===== src/qstc_pkg.sv =====
`timescale 1ns / 1ps
package qstc_pkg;

	localparam int MAG_BITS_DEF = 14;

	typedef enum logic {
		OP_PACK   = 1'b0,
		OP_UNPACK = 1'b1
	} qstc_op_t;

	// index of the k-th kept component when component big is dropped
	function automatic logic [1:0] kept_slot(input logic [1:0] big, input logic [1:0] k);
		logic [1:0] slot;
		slot = 2'd0;
		case (k)
			2'd0: slot = (big == 2'd0) ? 2'd1 : 2'd0;
			2'd1: slot = (big <= 2'd1) ? 2'd2 : 2'd1;
			2'd2: slot = (big <= 2'd2) ? 2'd3 : 2'd2;
			default: slot = 2'd0;
		endcase
		return slot;
	endfunction

endpackage


===== src/quaternion_smallest_three_codec_top.sv =====
// input to result: stages 1 to 3, the square-root stages and the output register
// throughput: one item per cycle unless m_axis_tready stalls; square root: one bit per stage
// every stage holds its item under backpressure and refills bubbles
// reset: arst_n clears all valid bits at once, no other state
`timescale 1ns / 1ps
module quaternion_smallest_three_codec_top
	import qstc_pkg::*;
#(
	parameter int MAG_BITS = MAG_BITS_DEF,
	localparam int W     = MAG_BITS + 1,
	localparam int IN_B  = 7 * W + 3,
	localparam int IN_W  = ((IN_B + 7) / 8) * 8,
	localparam int OUT_B = 6 + 3 * MAG_BITS + 4 * W,
	localparam int OUT_W = ((OUT_B + 7) / 8) * 8
) (
	input  logic             clk,
	input  logic             arst_n,
	input  logic             s_axis_tvalid,
	output logic             s_axis_tready,
	// comp_x, comp_y, comp_z, comp_w, dropped_index, dropped_negative,
	// kept_first, kept_second, kept_third
	input  logic [IN_W-1:0]  s_axis_tdata,
	// opcode
	input  logic             s_axis_tuser,
	output logic             m_axis_tvalid,
	input  logic             m_axis_tready,
	// largest_index, largest_negative, mag_first, mag_second, mag_third,
	// neg_first, neg_second, neg_third, quat_x, quat_y, quat_z, quat_w
	output logic [OUT_W-1:0] m_axis_tdata
);

	localparam int RW     = 2 * MAG_BITS;
	localparam int SIDE_W = 13 + 6 * MAG_BITS;
	localparam logic [MAG_BITS-1:0] ONE = {MAG_BITS{1'b1}};
	localparam logic [RW-1:0] ONE_W  = {{MAG_BITS{1'b0}}, ONE};
	localparam logic [RW-1:0] ONE_SQ = ONE_W * ONE_W;

	function automatic logic [W-1:0] abs_val(input logic [W-1:0] x);
		return x[W-1] ? (~x + {{(W-1){1'b0}}, 1'b1}) : x;
	endfunction

	function automatic logic [MAG_BITS-1:0] sat_mag(input logic [W-1:0] a);
		return (a > {1'b0, ONE}) ? ONE : a[MAG_BITS-1:0];
	endfunction

	// input unpacking
	logic [W-1:0] comp_in [4];
	logic [W-1:0] kept_in [3];
	logic [1:0]   drop_in;
	logic         dneg_in;

	assign {kept_in[2], kept_in[1], kept_in[0], dneg_in, drop_in,
		comp_in[3], comp_in[2], comp_in[1], comp_in[0]} = s_axis_tdata[IN_B-1:0];

	// stage 1: magnitudes and saturation
	logic                v_s1;
	qstc_op_t            op_s1;
	logic [W-1:0]        amag_s1 [4];
	logic [MAG_BITS-1:0] smag_s1 [4];
	logic [3:0]          sgn_s1;
	logic [MAG_BITS-1:0] kmag_s1 [3];
	logic [2:0]          ksgn_s1;
	logic [1:0]          drop_s1;
	logic                dneg_s1;
	logic                en_s1;

	// stage 2: largest search, squares
	logic                v_s2;
	qstc_op_t            op_s2;
	logic [1:0]          big_s2;
	logic [MAG_BITS-1:0] smag_s2 [4];
	logic [3:0]          sgn_s2;
	logic [RW-1:0]       sq_s2 [3];
	logic [MAG_BITS-1:0] kmag_s2 [3];
	logic [2:0]          ksgn_s2;
	logic [1:0]          drop_s2;
	logic                dneg_s2;
	logic                en_s2;

	// stage 3: kept selection, radicand
	logic                v_s3;
	qstc_op_t            op_s3;
	logic [1:0]          lidx_s3;
	logic                lneg_s3;
	logic [MAG_BITS-1:0] mag_s3 [3];
	logic [2:0]          neg_s3;
	logic [MAG_BITS-1:0] kmag_s3 [3];
	logic [2:0]          ksgn_s3;
	logic [1:0]          drop_s3;
	logic                dneg_s3;
	logic [RW-1:0]       rad_s3;
	logic                en_s3;

	// root pipeline
	logic                sr_valid [MAG_BITS+1];
	logic                sr_ready [MAG_BITS+1];
	logic [RW-1:0]       sr_rem   [MAG_BITS+1];
	logic [RW-1:0]       sr_res   [MAG_BITS+1];
	logic [SIDE_W-1:0]   sr_side  [MAG_BITS+1];

	// output register
	logic                out_valid_q;
	logic [OUT_B-1:0]    out_data_q;
	logic                en_out;

	assign en_out = !out_valid_q || m_axis_tready;
	assign en_s3  = !v_s3 || sr_ready[0];
	assign en_s2  = !v_s2 || en_s3;
	assign en_s1  = !v_s1 || en_s2;
	assign s_axis_tready = en_s1;

	always_ff @(posedge clk or negedge arst_n) begin
		if (!arst_n) begin
			v_s1        <= 1'b0;
			v_s2        <= 1'b0;
			v_s3        <= 1'b0;
			out_valid_q <= 1'b0;
		end else begin
			if (en_s1) begin
				v_s1 <= s_axis_tvalid;
			end
			if (en_s2) begin
				v_s2 <= v_s1;
			end
			if (en_s3) begin
				v_s3 <= v_s2;
			end
			if (en_out) begin
				out_valid_q <= sr_valid[MAG_BITS];
			end
		end
	end

	// stage 1
	always_ff @(posedge clk) begin
		if (en_s1) begin
			op_s1   <= qstc_op_t'(s_axis_tuser);
			drop_s1 <= drop_in;
			dneg_s1 <= dneg_in;
			for (int i = 0; i < 4; i++) begin
				amag_s1[i] <= abs_val(comp_in[i]);
				smag_s1[i] <= sat_mag(abs_val(comp_in[i]));
				sgn_s1[i]  <= comp_in[i][W-1];
			end
			for (int i = 0; i < 3; i++) begin
				kmag_s1[i] <= sat_mag(abs_val(kept_in[i]));
				ksgn_s1[i] <= kept_in[i][W-1];
			end
		end
	end

	// stage 2: lower index wins ties
	logic [1:0]   w01, w23, big_c;
	logic [W-1:0] m01, m23;

	always_comb begin
		w01   = (amag_s1[1] > amag_s1[0]) ? 2'd1 : 2'd0;
		m01   = (amag_s1[1] > amag_s1[0]) ? amag_s1[1] : amag_s1[0];
		w23   = (amag_s1[3] > amag_s1[2]) ? 2'd3 : 2'd2;
		m23   = (amag_s1[3] > amag_s1[2]) ? amag_s1[3] : amag_s1[2];
		big_c = (m23 > m01) ? w23 : w01;
	end

	always_ff @(posedge clk) begin
		if (en_s2) begin
			op_s2   <= op_s1;
			big_s2  <= big_c;
			sgn_s2  <= sgn_s1;
			ksgn_s2 <= ksgn_s1;
			drop_s2 <= drop_s1;
			dneg_s2 <= dneg_s1;
			for (int i = 0; i < 4; i++) begin
				smag_s2[i] <= smag_s1[i];
			end
			for (int i = 0; i < 3; i++) begin
				kmag_s2[i] <= kmag_s1[i];
				sq_s2[i]   <= {{MAG_BITS{1'b0}}, kmag_s1[i]} * {{MAG_BITS{1'b0}}, kmag_s1[i]};
			end
		end
	end

	// stage 3
	logic [RW+1:0]       sum_c;
	logic [RW-1:0]       rad_c;
	logic [1:0]          slot_c [3];

	always_comb begin
		sum_c = {2'b00, sq_s2[0]} + {2'b00, sq_s2[1]} + {2'b00, sq_s2[2]};
		rad_c = (sum_c >= {2'b00, ONE_SQ}) ? '0 : (ONE_SQ - sum_c[RW-1:0]);
		for (int i = 0; i < 3; i++) begin
			slot_c[i] = kept_slot(big_s2, 2'(i));
		end
	end

	always_ff @(posedge clk) begin
		if (en_s3) begin
			op_s3   <= op_s2;
			ksgn_s3 <= ksgn_s2;
			drop_s3 <= drop_s2;
			dneg_s3 <= dneg_s2;
			rad_s3  <= rad_c;
			for (int i = 0; i < 3; i++) begin
				kmag_s3[i] <= kmag_s2[i];
			end
			if (op_s2 == OP_PACK) begin
				lidx_s3 <= big_s2;
				lneg_s3 <= sgn_s2[big_s2];
				for (int i = 0; i < 3; i++) begin
					mag_s3[i] <= smag_s2[slot_c[i]];
					neg_s3[i] <= sgn_s2[slot_c[i]];
				end
			end else begin
				lidx_s3 <= 2'd0;
				lneg_s3 <= 1'b0;
				for (int i = 0; i < 3; i++) begin
					mag_s3[i] <= '0;
					neg_s3[i] <= 1'b0;
				end
			end
		end
	end

	assign sr_valid[0] = v_s3;
	assign sr_rem[0]   = rad_s3;
	assign sr_res[0]   = '0;
	assign sr_side[0]  = {op_s3, lidx_s3, lneg_s3, mag_s3[0], mag_s3[1], mag_s3[2], neg_s3,
		kmag_s3[0], kmag_s3[1], kmag_s3[2], ksgn_s3, drop_s3, dneg_s3};
	assign sr_ready[MAG_BITS] = en_out;

	for (genvar k = 0; k < MAG_BITS; k++) begin : g_root
		qstc_sqrt_stage #(
			.MAG_BITS (MAG_BITS),
			.STEP     (k),
			.SIDE_W   (SIDE_W)
		) u_stage (
			.clk       (clk),
			.arst_n    (arst_n),
			.in_valid  (sr_valid[k]),
			.in_ready  (sr_ready[k]),
			.in_rem    (sr_rem[k]),
			.in_res    (sr_res[k]),
			.in_side   (sr_side[k]),
			.out_valid (sr_valid[k+1]),
			.out_ready (sr_ready[k+1]),
			.out_rem   (sr_rem[k+1]),
			.out_res   (sr_res[k+1]),
			.out_side  (sr_side[k+1])
		);
	end

	// final: rounding, sign, placement
	logic                f_op;
	logic [1:0]          f_lidx;
	logic                f_lneg;
	logic [MAG_BITS-1:0] f_mag [3];
	logic [2:0]          f_neg;
	logic [MAG_BITS-1:0] f_kmag [3];
	logic [2:0]          f_ksgn;
	logic [1:0]          f_drop;
	logic                f_dneg;
	logic [MAG_BITS-1:0] root_c;
	logic [W-1:0]        big_v;
	logic [W-1:0]        quat_c [4];
	logic [W-1:0]        kv;

	assign {f_op, f_lidx, f_lneg, f_mag[0], f_mag[1], f_mag[2], f_neg,
		f_kmag[0], f_kmag[1], f_kmag[2], f_ksgn, f_drop, f_dneg} = sr_side[MAG_BITS];

	always_comb begin
		root_c = sr_res[MAG_BITS][MAG_BITS-1:0];
		if (sr_rem[MAG_BITS] > {{MAG_BITS{1'b0}}, root_c}) begin
			root_c = root_c + {{(MAG_BITS-1){1'b0}}, 1'b1};
		end
		big_v = {1'b0, root_c};
		if (f_dneg) begin
			big_v = ~big_v + {{(W-1){1'b0}}, 1'b1};
		end
		for (int i = 0; i < 4; i++) begin
			quat_c[i] = '0;
		end
		kv = '0;
		if (qstc_op_t'(f_op) == OP_UNPACK) begin
			for (int i = 0; i < 3; i++) begin
				kv = {1'b0, f_kmag[i]};
				if (f_ksgn[i]) begin
					kv = ~kv + {{(W-1){1'b0}}, 1'b1};
				end
				quat_c[kept_slot(f_drop, 2'(i))] = kv;
			end
			quat_c[f_drop] = big_v;
		end
	end

	always_ff @(posedge clk) begin
		if (en_out) begin
			out_data_q <= {quat_c[3], quat_c[2], quat_c[1], quat_c[0], f_neg[2], f_neg[1],
				f_neg[0], f_mag[2], f_mag[1], f_mag[0], f_lneg, f_lidx};
		end
	end

	assign m_axis_tvalid = out_valid_q;
	assign m_axis_tdata  = OUT_W'(out_data_q);

endmodule


===== src/qstc_sqrt_stage.sv =====
`timescale 1ns / 1ps
module qstc_sqrt_stage
	import qstc_pkg::*;
#(
	parameter int MAG_BITS = MAG_BITS_DEF,
	parameter int STEP     = 0,
	parameter int SIDE_W   = 1
) (
	input  logic                    clk,
	input  logic                    arst_n,
	input  logic                    in_valid,
	output logic                    in_ready,
	input  logic [2*MAG_BITS-1:0]   in_rem,
	input  logic [2*MAG_BITS-1:0]   in_res,
	input  logic [SIDE_W-1:0]       in_side,
	output logic                    out_valid,
	input  logic                    out_ready,
	output logic [2*MAG_BITS-1:0]   out_rem,
	output logic [2*MAG_BITS-1:0]   out_res,
	output logic [SIDE_W-1:0]       out_side
);

	localparam int RW    = 2 * MAG_BITS;
	localparam int SHIFT = 2 * (MAG_BITS - 1 - STEP);
	localparam logic [RW-1:0] BIT_V = {{(RW-1){1'b0}}, 1'b1} << SHIFT;

	logic          valid_q;
	logic [RW-1:0] rem_q;
	logic [RW-1:0] res_q;
	logic [SIDE_W-1:0] side_q;

	logic          en;
	logic [RW:0]   trial;
	logic          take;
	logic [RW-1:0] rem_n;
	logic [RW-1:0] res_n;

	assign en       = !valid_q || out_ready;
	assign in_ready = en;

	// one root bit per stage
	always_comb begin
		trial = {1'b0, in_res} + {1'b0, BIT_V};
		take  = ({1'b0, in_rem} >= trial);
		if (take) begin
			rem_n = in_rem - trial[RW-1:0];
			res_n = (in_res >> 1) + BIT_V;
		end else begin
			rem_n = in_rem;
			res_n = in_res >> 1;
		end
	end

	always_ff @(posedge clk or negedge arst_n) begin
		if (!arst_n) begin
			valid_q <= 1'b0;
		end else if (en) begin
			valid_q <= in_valid;
		end
	end

	always_ff @(posedge clk) begin
		if (en) begin
			rem_q  <= rem_n;
			res_q  <= res_n;
			side_q <= in_side;
		end
	end

	assign out_valid = valid_q;
	assign out_rem   = rem_q;
	assign out_res   = res_q;
	assign out_side  = side_q;

endmodule

===== config.mk =====
export PLATFORM = sky130hd
export DESIGN_NAME = quaternion_smallest_three_codec_top
export DESIGN_NICKNAME = d
export VERILOG_FILES = /design/src/qstc_pkg.sv /design/src/quaternion_smallest_three_codec_top.sv /design/src/qstc_sqrt_stage.sv
export SDC_FILE = /design/constraint.sdc
export NUM_CORES = 2
export LEC_CHECK = 0
export ABC_AREA = 0
export BUFFER_PORTS_ARGS = -buffer_cell sky130_fd_sc_hd__clkbuf_2
export CORE_MARGIN = 2
export CORE_UTILIZATION = 30
export DETAILED_ROUTE_END_ITERATION = 12
export HOLD_SLACK_MARGIN = 0.03
export PLACE_DENSITY = 0.41
export SYNTH_ARGS = -nofsm -noshare
export SYNTH_HDL_FRONTEND = slang
export SYNTH_SLANG_ARGS = --single-unit

===== constraint.sdc =====
create_clock -name clk -period 61.3 [get_ports clk]
set_input_delay 9.195 -clock clk [delete_from_list [all_inputs] [get_ports clk]]
set_output_delay 9.195 -clock clk [all_outputs]
set_load 0.02 [all_outputs]

[Word level (Yosys, flattened, before mapping)]
Memory sizes are Yosys's and may differ from the RTL's. A register that Yosys moved wholly into a read port is not among the register bits.
Cells that the tools add are included.
Word-level totals
  memories: 8
  output and inout bits: 114
  flip-flop bits (word level): 2319
  RAM bits: 424
Memory list
  sq_s2: depth 3, width 28, read ports 3, clocked after memory_dff 0, wr ports 3, line quaternion_smallest_three_codec_top.sv:73  | logic [RW-1:0] sq_s2 [3];
  amag_s1: depth 4, width 15, read ports 4, clocked after memory_dff 0, wr ports 4, line quaternion_smallest_three_codec_top.sv:58  | logic [W-1:0] amag_s1 [4];
  smag_s1: depth 4, width 14, read ports 4, clocked after memory_dff 0, wr ports 4, line quaternion_smallest_three_codec_top.sv:59  | logic [MAG_BITS-1:0] smag_s1 [4];
  smag_s2: depth 4, width 14, read ports 3, clocked after memory_dff 0, wr ports 4, line quaternion_smallest_three_codec_top.sv:71  | logic [MAG_BITS-1:0] smag_s2 [4];
  kmag_s1: depth 3, width 14, read ports 3, clocked after memory_dff 0, wr ports 3, line quaternion_smallest_three_codec_top.sv:61  | logic [MAG_BITS-1:0] kmag_s1 [3];
  kmag_s2: depth 3, width 14, read ports 3, clocked after memory_dff 0, wr ports 3, line quaternion_smallest_three_codec_top.sv:74  | logic [MAG_BITS-1:0] kmag_s2 [3];
  2 more memories
Cells by class
  reductions and logical operators: 42
  order comparisons: 42
  multiply operators: 3
  add/subtract/negate cells: 55
  bitwise operators: 19
  mux-type cells: 98
Operator list (number)
  $mux W28: 14
  $ge A28 B29 Y1: 13
  $sub A28 B28 Y28: 13
  $mux W27: 13
  $mux W15: 20
  $bwmux W60: 3
  $mux W14: 12
  $add A15 B1 Y15 const B: 11
  $demux W15 S2: 4
  $gt A15 B14 Y1 const B: 7
  $not A15 Y15: 7
  $mul A14 B14 Y28: 3
  $and A60 B60 Y60: 1
  $not A14 Y15: 4
  $gt A15 B15 Y1: 3
  $add A29 B28 Y30: 1
  $ge A30 B28 Y1 const B: 1
  $add A28 B1 Y29 const B: 1
  $add A28 B11 Y29 const B: 1
  $add A28 B13 Y29 const B: 1
  $add A28 B15 Y29 const B: 1
  $add A28 B17 Y29 const B: 1
  $add A28 B19 Y29 const B: 1
  $add A28 B21 Y29 const B: 1
  39 further kinds: 122

[Logic depth before layout (Yosys ltp)]
  depth in word-level cells: 21
  mapped depth: 25
  depth with buffers taken out: 25

[Modules after synthesis]
Synthesis repeated with hierarchy kept, for this count alone.
Second synthesis, totals
  cells, all modules: 11338
  area total of the unflattened synthesis: 144675.0 um2
Modules (own cells, without submodules)
  quaternion_smallest_three_codec_top: cells each 4195, seq. area each 17847.1 um2, times used 1, area each 45547.4 um2
  qstc_sqrt_stage (g_root[9].u_stage): cells each 570, seq. area each 4619.4 um2, times used 1, area each 7572.3 um2
  qstc_sqrt_stage (g_root[13].u_stage): cells each 572, seq. area each 4619.4 um2, times used 1, area each 7379.6 um2
  qstc_sqrt_stage (g_root[11].u_stage): cells each 577, seq. area each 4619.4 um2, times used 1, area each 7354.6 um2
  qstc_sqrt_stage (g_root[12].u_stage): cells each 563, seq. area each 4619.4 um2, times used 1, area each 7313.3 um2
  qstc_sqrt_stage (g_root[8].u_stage): cells each 556, seq. area each 4619.4 um2, times used 1, area each 7219.4 um2
  qstc_sqrt_stage (g_root[10].u_stage): cells each 513, seq. area each 4619.4 um2, times used 1, area each 7186.9 um2
  qstc_sqrt_stage (g_root[7].u_stage): cells each 492, seq. area each 4619.4 um2, times used 1, area each 7100.6 um2
  qstc_sqrt_stage (g_root[3].u_stage): cells each 469, seq. area each 4619.4 um2, times used 1, area each 7060.5 um2
  qstc_sqrt_stage (g_root[1].u_stage): cells each 489, seq. area each 4619.4 um2, times used 1, area each 6959.2 um2
  qstc_sqrt_stage (g_root[5].u_stage): cells each 506, seq. area each 4619.4 um2, times used 1, area each 6945.4 um2
  qstc_sqrt_stage (g_root[6].u_stage): cells each 462, seq. area each 4619.4 um2, times used 1, area each 6892.9 um2
  qstc_sqrt_stage (g_root[4].u_stage): cells each 467, seq. area each 4619.4 um2, times used 1, area each 6844.1 um2
  qstc_sqrt_stage (g_root[0].u_stage): cells each 446, seq. area each 4619.4 um2, times used 1, area each 6721.4 um2
  qstc_sqrt_stage (g_root[2].u_stage): cells each 461, seq. area each 4619.4 um2, times used 1, area each 6577.6 um2

[Least setup slack after synthesis]
OpenSTA, ideal clock, no wires.
  path kind: in2out
  start point: in m_axis_tready
  end point: out s_axis_tready
  path buffers: 0
  stages: 9
  required time: 52.105 ns
  setup slack: 28.107 ns
  arrival: 23.998 ns
  cells stage by stage: nor2b_1 nand2_1 nor2_1 nand2_1 nor3_1 nand3_1 nor2_1 and2_1 nand3_1
Between the ends
  word-level cells in the longest chain between the ends: 18
Ends and longest elaborated chain
  from (decl): line quaternion_smallest_three_codec_top.sv:26  | input logic m_axis_tready,
  $logic_or A1 B1 Y1: line quaternion_smallest_three_codec_top.sv:106  | assign en_out = !out_valid_q || m_axis_tready;
  $logic_or A1 B1 Y1: line qstc_sqrt_stage.sv:38  | assign en = !valid_q || out_ready;
  via g_root[12].u_stage.out_ready: line qstc_sqrt_stage.sv:17  | input logic out_ready,
  $logic_or A1 B1 Y1 (4 in series): line qstc_sqrt_stage.sv:38
  via g_root[8].u_stage.out_ready: line qstc_sqrt_stage.sv:17
  $logic_or A1 B1 Y1 (8 in series): line qstc_sqrt_stage.sv:38
  via g_root[0].u_stage.out_ready: line qstc_sqrt_stage.sv:17
  $logic_or A1 B1 Y1: line qstc_sqrt_stage.sv:38
  $logic_or A1 B1 Y1: line quaternion_smallest_three_codec_top.sv:107  | assign en_s3 = !v_s3 || sr_ready[0];
  $logic_or A1 B1 Y1: line quaternion_smallest_three_codec_top.sv:108  | assign en_s2 = !v_s2 || en_s3;
  $logic_or A1 B1 Y1: line quaternion_smallest_three_codec_top.sv:109  | assign en_s1 = !v_s1 || en_s2;
  to (decl): line quaternion_smallest_three_codec_top.sv:19  | output logic s_axis_tready,
The timed path passes the listed nets, and every way through them passes these cells.

[Worst setup path after layout]
Ends and elaborated chain as after synthesis.

==> results by group <==
Pwr
  – Total Power: 0.007925 W
  – PwrDens: 62.83 nW/um^2
  – Leakage: 50.65 nW
  – Maximum vdd drop: 0.08567 mV

STA
  – Worst-Margin Slew: 1.266 ns
  – Setup TNS: 0 ns
  – Fmax: 43.08 MHz
  – Final period util: 37.87%
  – Final setup margin: 38.08 ns
  – RSZ-0062 raised after global routing: false
  – Clock Skew: 0.05836 ns
  – Max_slew headroom: 15.30%
  – Minimum clock period: 23.22 ns
  – Hold Violations, Final: 0
  – Slew Limit Fails: 0
  – Setup violations, final: 0

Clock tree
  – Clock tree buffer depth: 4
  – Setup repair bufs after CTS: 0
  – CTS resizes: 0
  – Clock sinks: 2464
  – TritonCTS clock tree: yes
  – Hold_buf cts: 0
  – Total CTS buffers: 285
  – Clock latency on the worst-skew pair: 0.91 ns
  – CTS Root Cell: clkbuf_16
  – Clk slew on worst S/H paths: 0.06 ns
  – H-tree levels: 5

Detailed routing
  – Total Wirelength: 231.2 mm
  – Drt via density: 4.360
  – First-pass DRT Iterations: 5
  – DRT iter0 DRCs: 3189
  – DRC Markers: 0
  – WL/cell: 18.02 microns
  – Antenna violation net count after detailed routing: 0
  – Vias post-DR: 55930

Die
  – I/O pin cnt: 231
  – Core box area: 364700 sq um
  – Die Y: 608.6 microns
  – Die area: 370300 sq um
  – Starting density of the core: 30.06%
  – Die W: 608.6 microns
  – Row count: 222

Logic synthesis
  – Yosys cell types: 91
  – Post-synth EDFFs: 2446
  – Syn. warnings: 0
  – Syn avg cell area: 14.92 sq um
  – Mapped Cells: 7348
  – Top_reg_cell synth: edfxtp_1
  – Sequential fraction of the synthesis area: 67.40%
  – Post-Syn Area: 109600 sq um
  – Ys async rst share: 0.7305%
  – FF+latch count, synth: 2464

GRT
  – GRT Util Overall: 12.46%
  – First-pass GRT wire length: 359.8 mm
  – Vias in the first global route: 59410
  – Largest net degree at the start of global routing: 73
  – Remaining Overflow, GRT: 0
  – Initial antenna violation count: 11

Cells and area
  – # fillers: 34840
  – Commonest non-fill, non-tap cell in the layout: edfxtp_1
  – Synth-to-Final Area Change: 15.02%
  – Most frequent cells in the layout: edfxtp_1, inv_1, nand2_1
  – Non-Filler Instances: 12830
  – Final core occ: 34.58%
  – Fraction of layout cells with a size suffix above 1: 10.25%
  – Nets: 8765

Hold path
  – Min-delay worst type: reg2reg

Status
  – Outcome: completed

Setup path
  – WP data arrival: 14.02 ns
  – CP Capture Type: primary output
  – Crit path max fanout: 48
  – CP Data Required Time: 52.11 ns
  – Crit path launch type: primary input
  – Crit Path Class: in2out

Flow run
  – Max-cap violations: 0

Placement
  – Hpwl dp: 168.7 mm
  – Post-place setup slack: 37.87 ns
  – Final Wtd Congestion: 0.8520
  – Port Buffers: 222
  – Cell Count Post-Placement: 12310
## routing by layer
metal  GRT usage, %  part of all wire, %
met1          16.14                   45
met5              0                    0
met4          4.505                  3.6
met2          21.10                   48
met3          1.921                  3.3
## critical path, stage by stage
cell	delay [ns]
clkbuf_2	0.08
nor2b_1	0.52
nand2_4	0.37
nor2_1	0.64
nand2_4	0.52
nor3_1	0.44
buf_4	0.23
nand3_4	0.35
nor2_1	0.36
and2_1	0.35
nand3_4	0.51
clkbuf_2	0.35
## synthesized netlist by cell type, drive strengths merged, types with 25 or more instances
| master | count | area share [%] |
|---|---|---|
| clkbuf | 132 | 0.45 |
| mux2i | 49 | 0.45 |
| a21o | 61 | 0.42 |
| or3 | 51 | 0.30 |
| nand4 | 48 | 0.27 |
| xor2 | 154 | 1.2 |
| inv | 824 | 2.8 |
| and3 | 29 | 0.17 |
| edfxtp | 2446 | 67 |
| o21ai | 206 | 0.94 |
| a21oi | 220 | 1.0 |
| nor2 | 311 | 1.1 |
| xnor2 | 254 | 2.0 |
| o21bai | 25 | 0.17 |
| fa | 373 | 6.8 |
| o21a | 69 | 0.47 |
| a211oi | 38 | 0.28 |
| o31ai | 79 | 0.57 |
| nor4 | 69 | 0.41 |
| nor3 | 126 | 0.58 |
| nor2b | 56 | 0.32 |
| and2 | 107 | 0.61 |
| ha | 490 | 5.6 |
| nand2 | 570 | 2.0 |
| nand3 | 80 | 0.37 |
| nand2b | 126 | 0.72 |
| or2 | 35 | 0.20 |
| mux2 | 34 | 0.35 |
## state kept, by name, indices dropped and copies added (netlist names), 56 cells and up
name,flops
amag_s1,60
smag_s2,56
smag_s1,56
sq_s2,78
g_root.u_stage.out_res,105
g_root.u_stage.out_side,1358
out_data_q,108
g_root.u_stage.out_rem,392
## cell type report
type | instances | area, sq um | area share [%]
Inverter | 824 | 3112 | 2.467
Timing Repair Buffer | 290 | 1622 | 1.286
Antenna cell | 4 | 10.01 | 0.007937
Sequential cell | 2464 | 73900 | 58.60
Clock buffer | 338 | 7457 | 5.913
Tap cell | 4816 | 6026 | 4.778
Clock inverter | 172 | 1765 | 1.400
Multi-Input combinational cell | 3920 | 32230 | 25.55
## report_power, final
group	internal, W	switching, W
Sequential	0.00263	0.000260
Combinational	0.00141	0.00197
Clock	0.000979	0.000686
## cell families (layout without fill, tap and decap cells)
group	Yosys count	after routing	share of synthesized area [%]
buf+inv	969	1624	3.342
xor+xnor	408	408	3.259
mux	84	84	0.8170
simple gates	1702	1702	7.691
compound gates	856	856	5.085
other cells	2	11	0.006849
fa+ha+maj	863	863	12.40
flops	2464	2464	67.40
## final timing paths
| check | from | slack [ns] | to | cells after the start |
|---|---|---|---|---|
| worst max-delay path | m_axis_tready | 38.08 | s_axis_tready | 12 |
| worst min-delay path | g_root[5].u_stage.out_side[68]$_DFFE_PP_ | 0.37 | g_root[6].u_stage.out_side[68]$_DFFE_PP_ | 0 |
| worst max register to register | kmag_s1[0][20]$_SDFFCE_PN1P_ | 53.58 | sq_s2[0][52]$_DFFE_PP_ | 23 |
| worst min register to register | g_root[5].u_stage.out_side[68]$_DFFE_PP_ | 0.37 | g_root[6].u_stage.out_side[68]$_DFFE_PP_ | 0 |
| max in group asynchronous | arst_n | 52.65 | v_s1$_DFFE_PN0P_ | 1 |
| min in group asynchronous | arst_n | 8.26 | g_root[3].u_stage.out_valid$_DFFE_PN0P_ | 1 |
## through the flow
stage,hold slack [ns],instance area (sq um)
4_1_cts,0.3664,126100
3_3_place_gp,0.4012,116900
2_1_floorplan,0.4003,109700
3_5_place_dp,0.4045,116900
5_1_grt,0.3861,126100
6_report,0.3727,126100
Power figures use the tool's default switching activity.
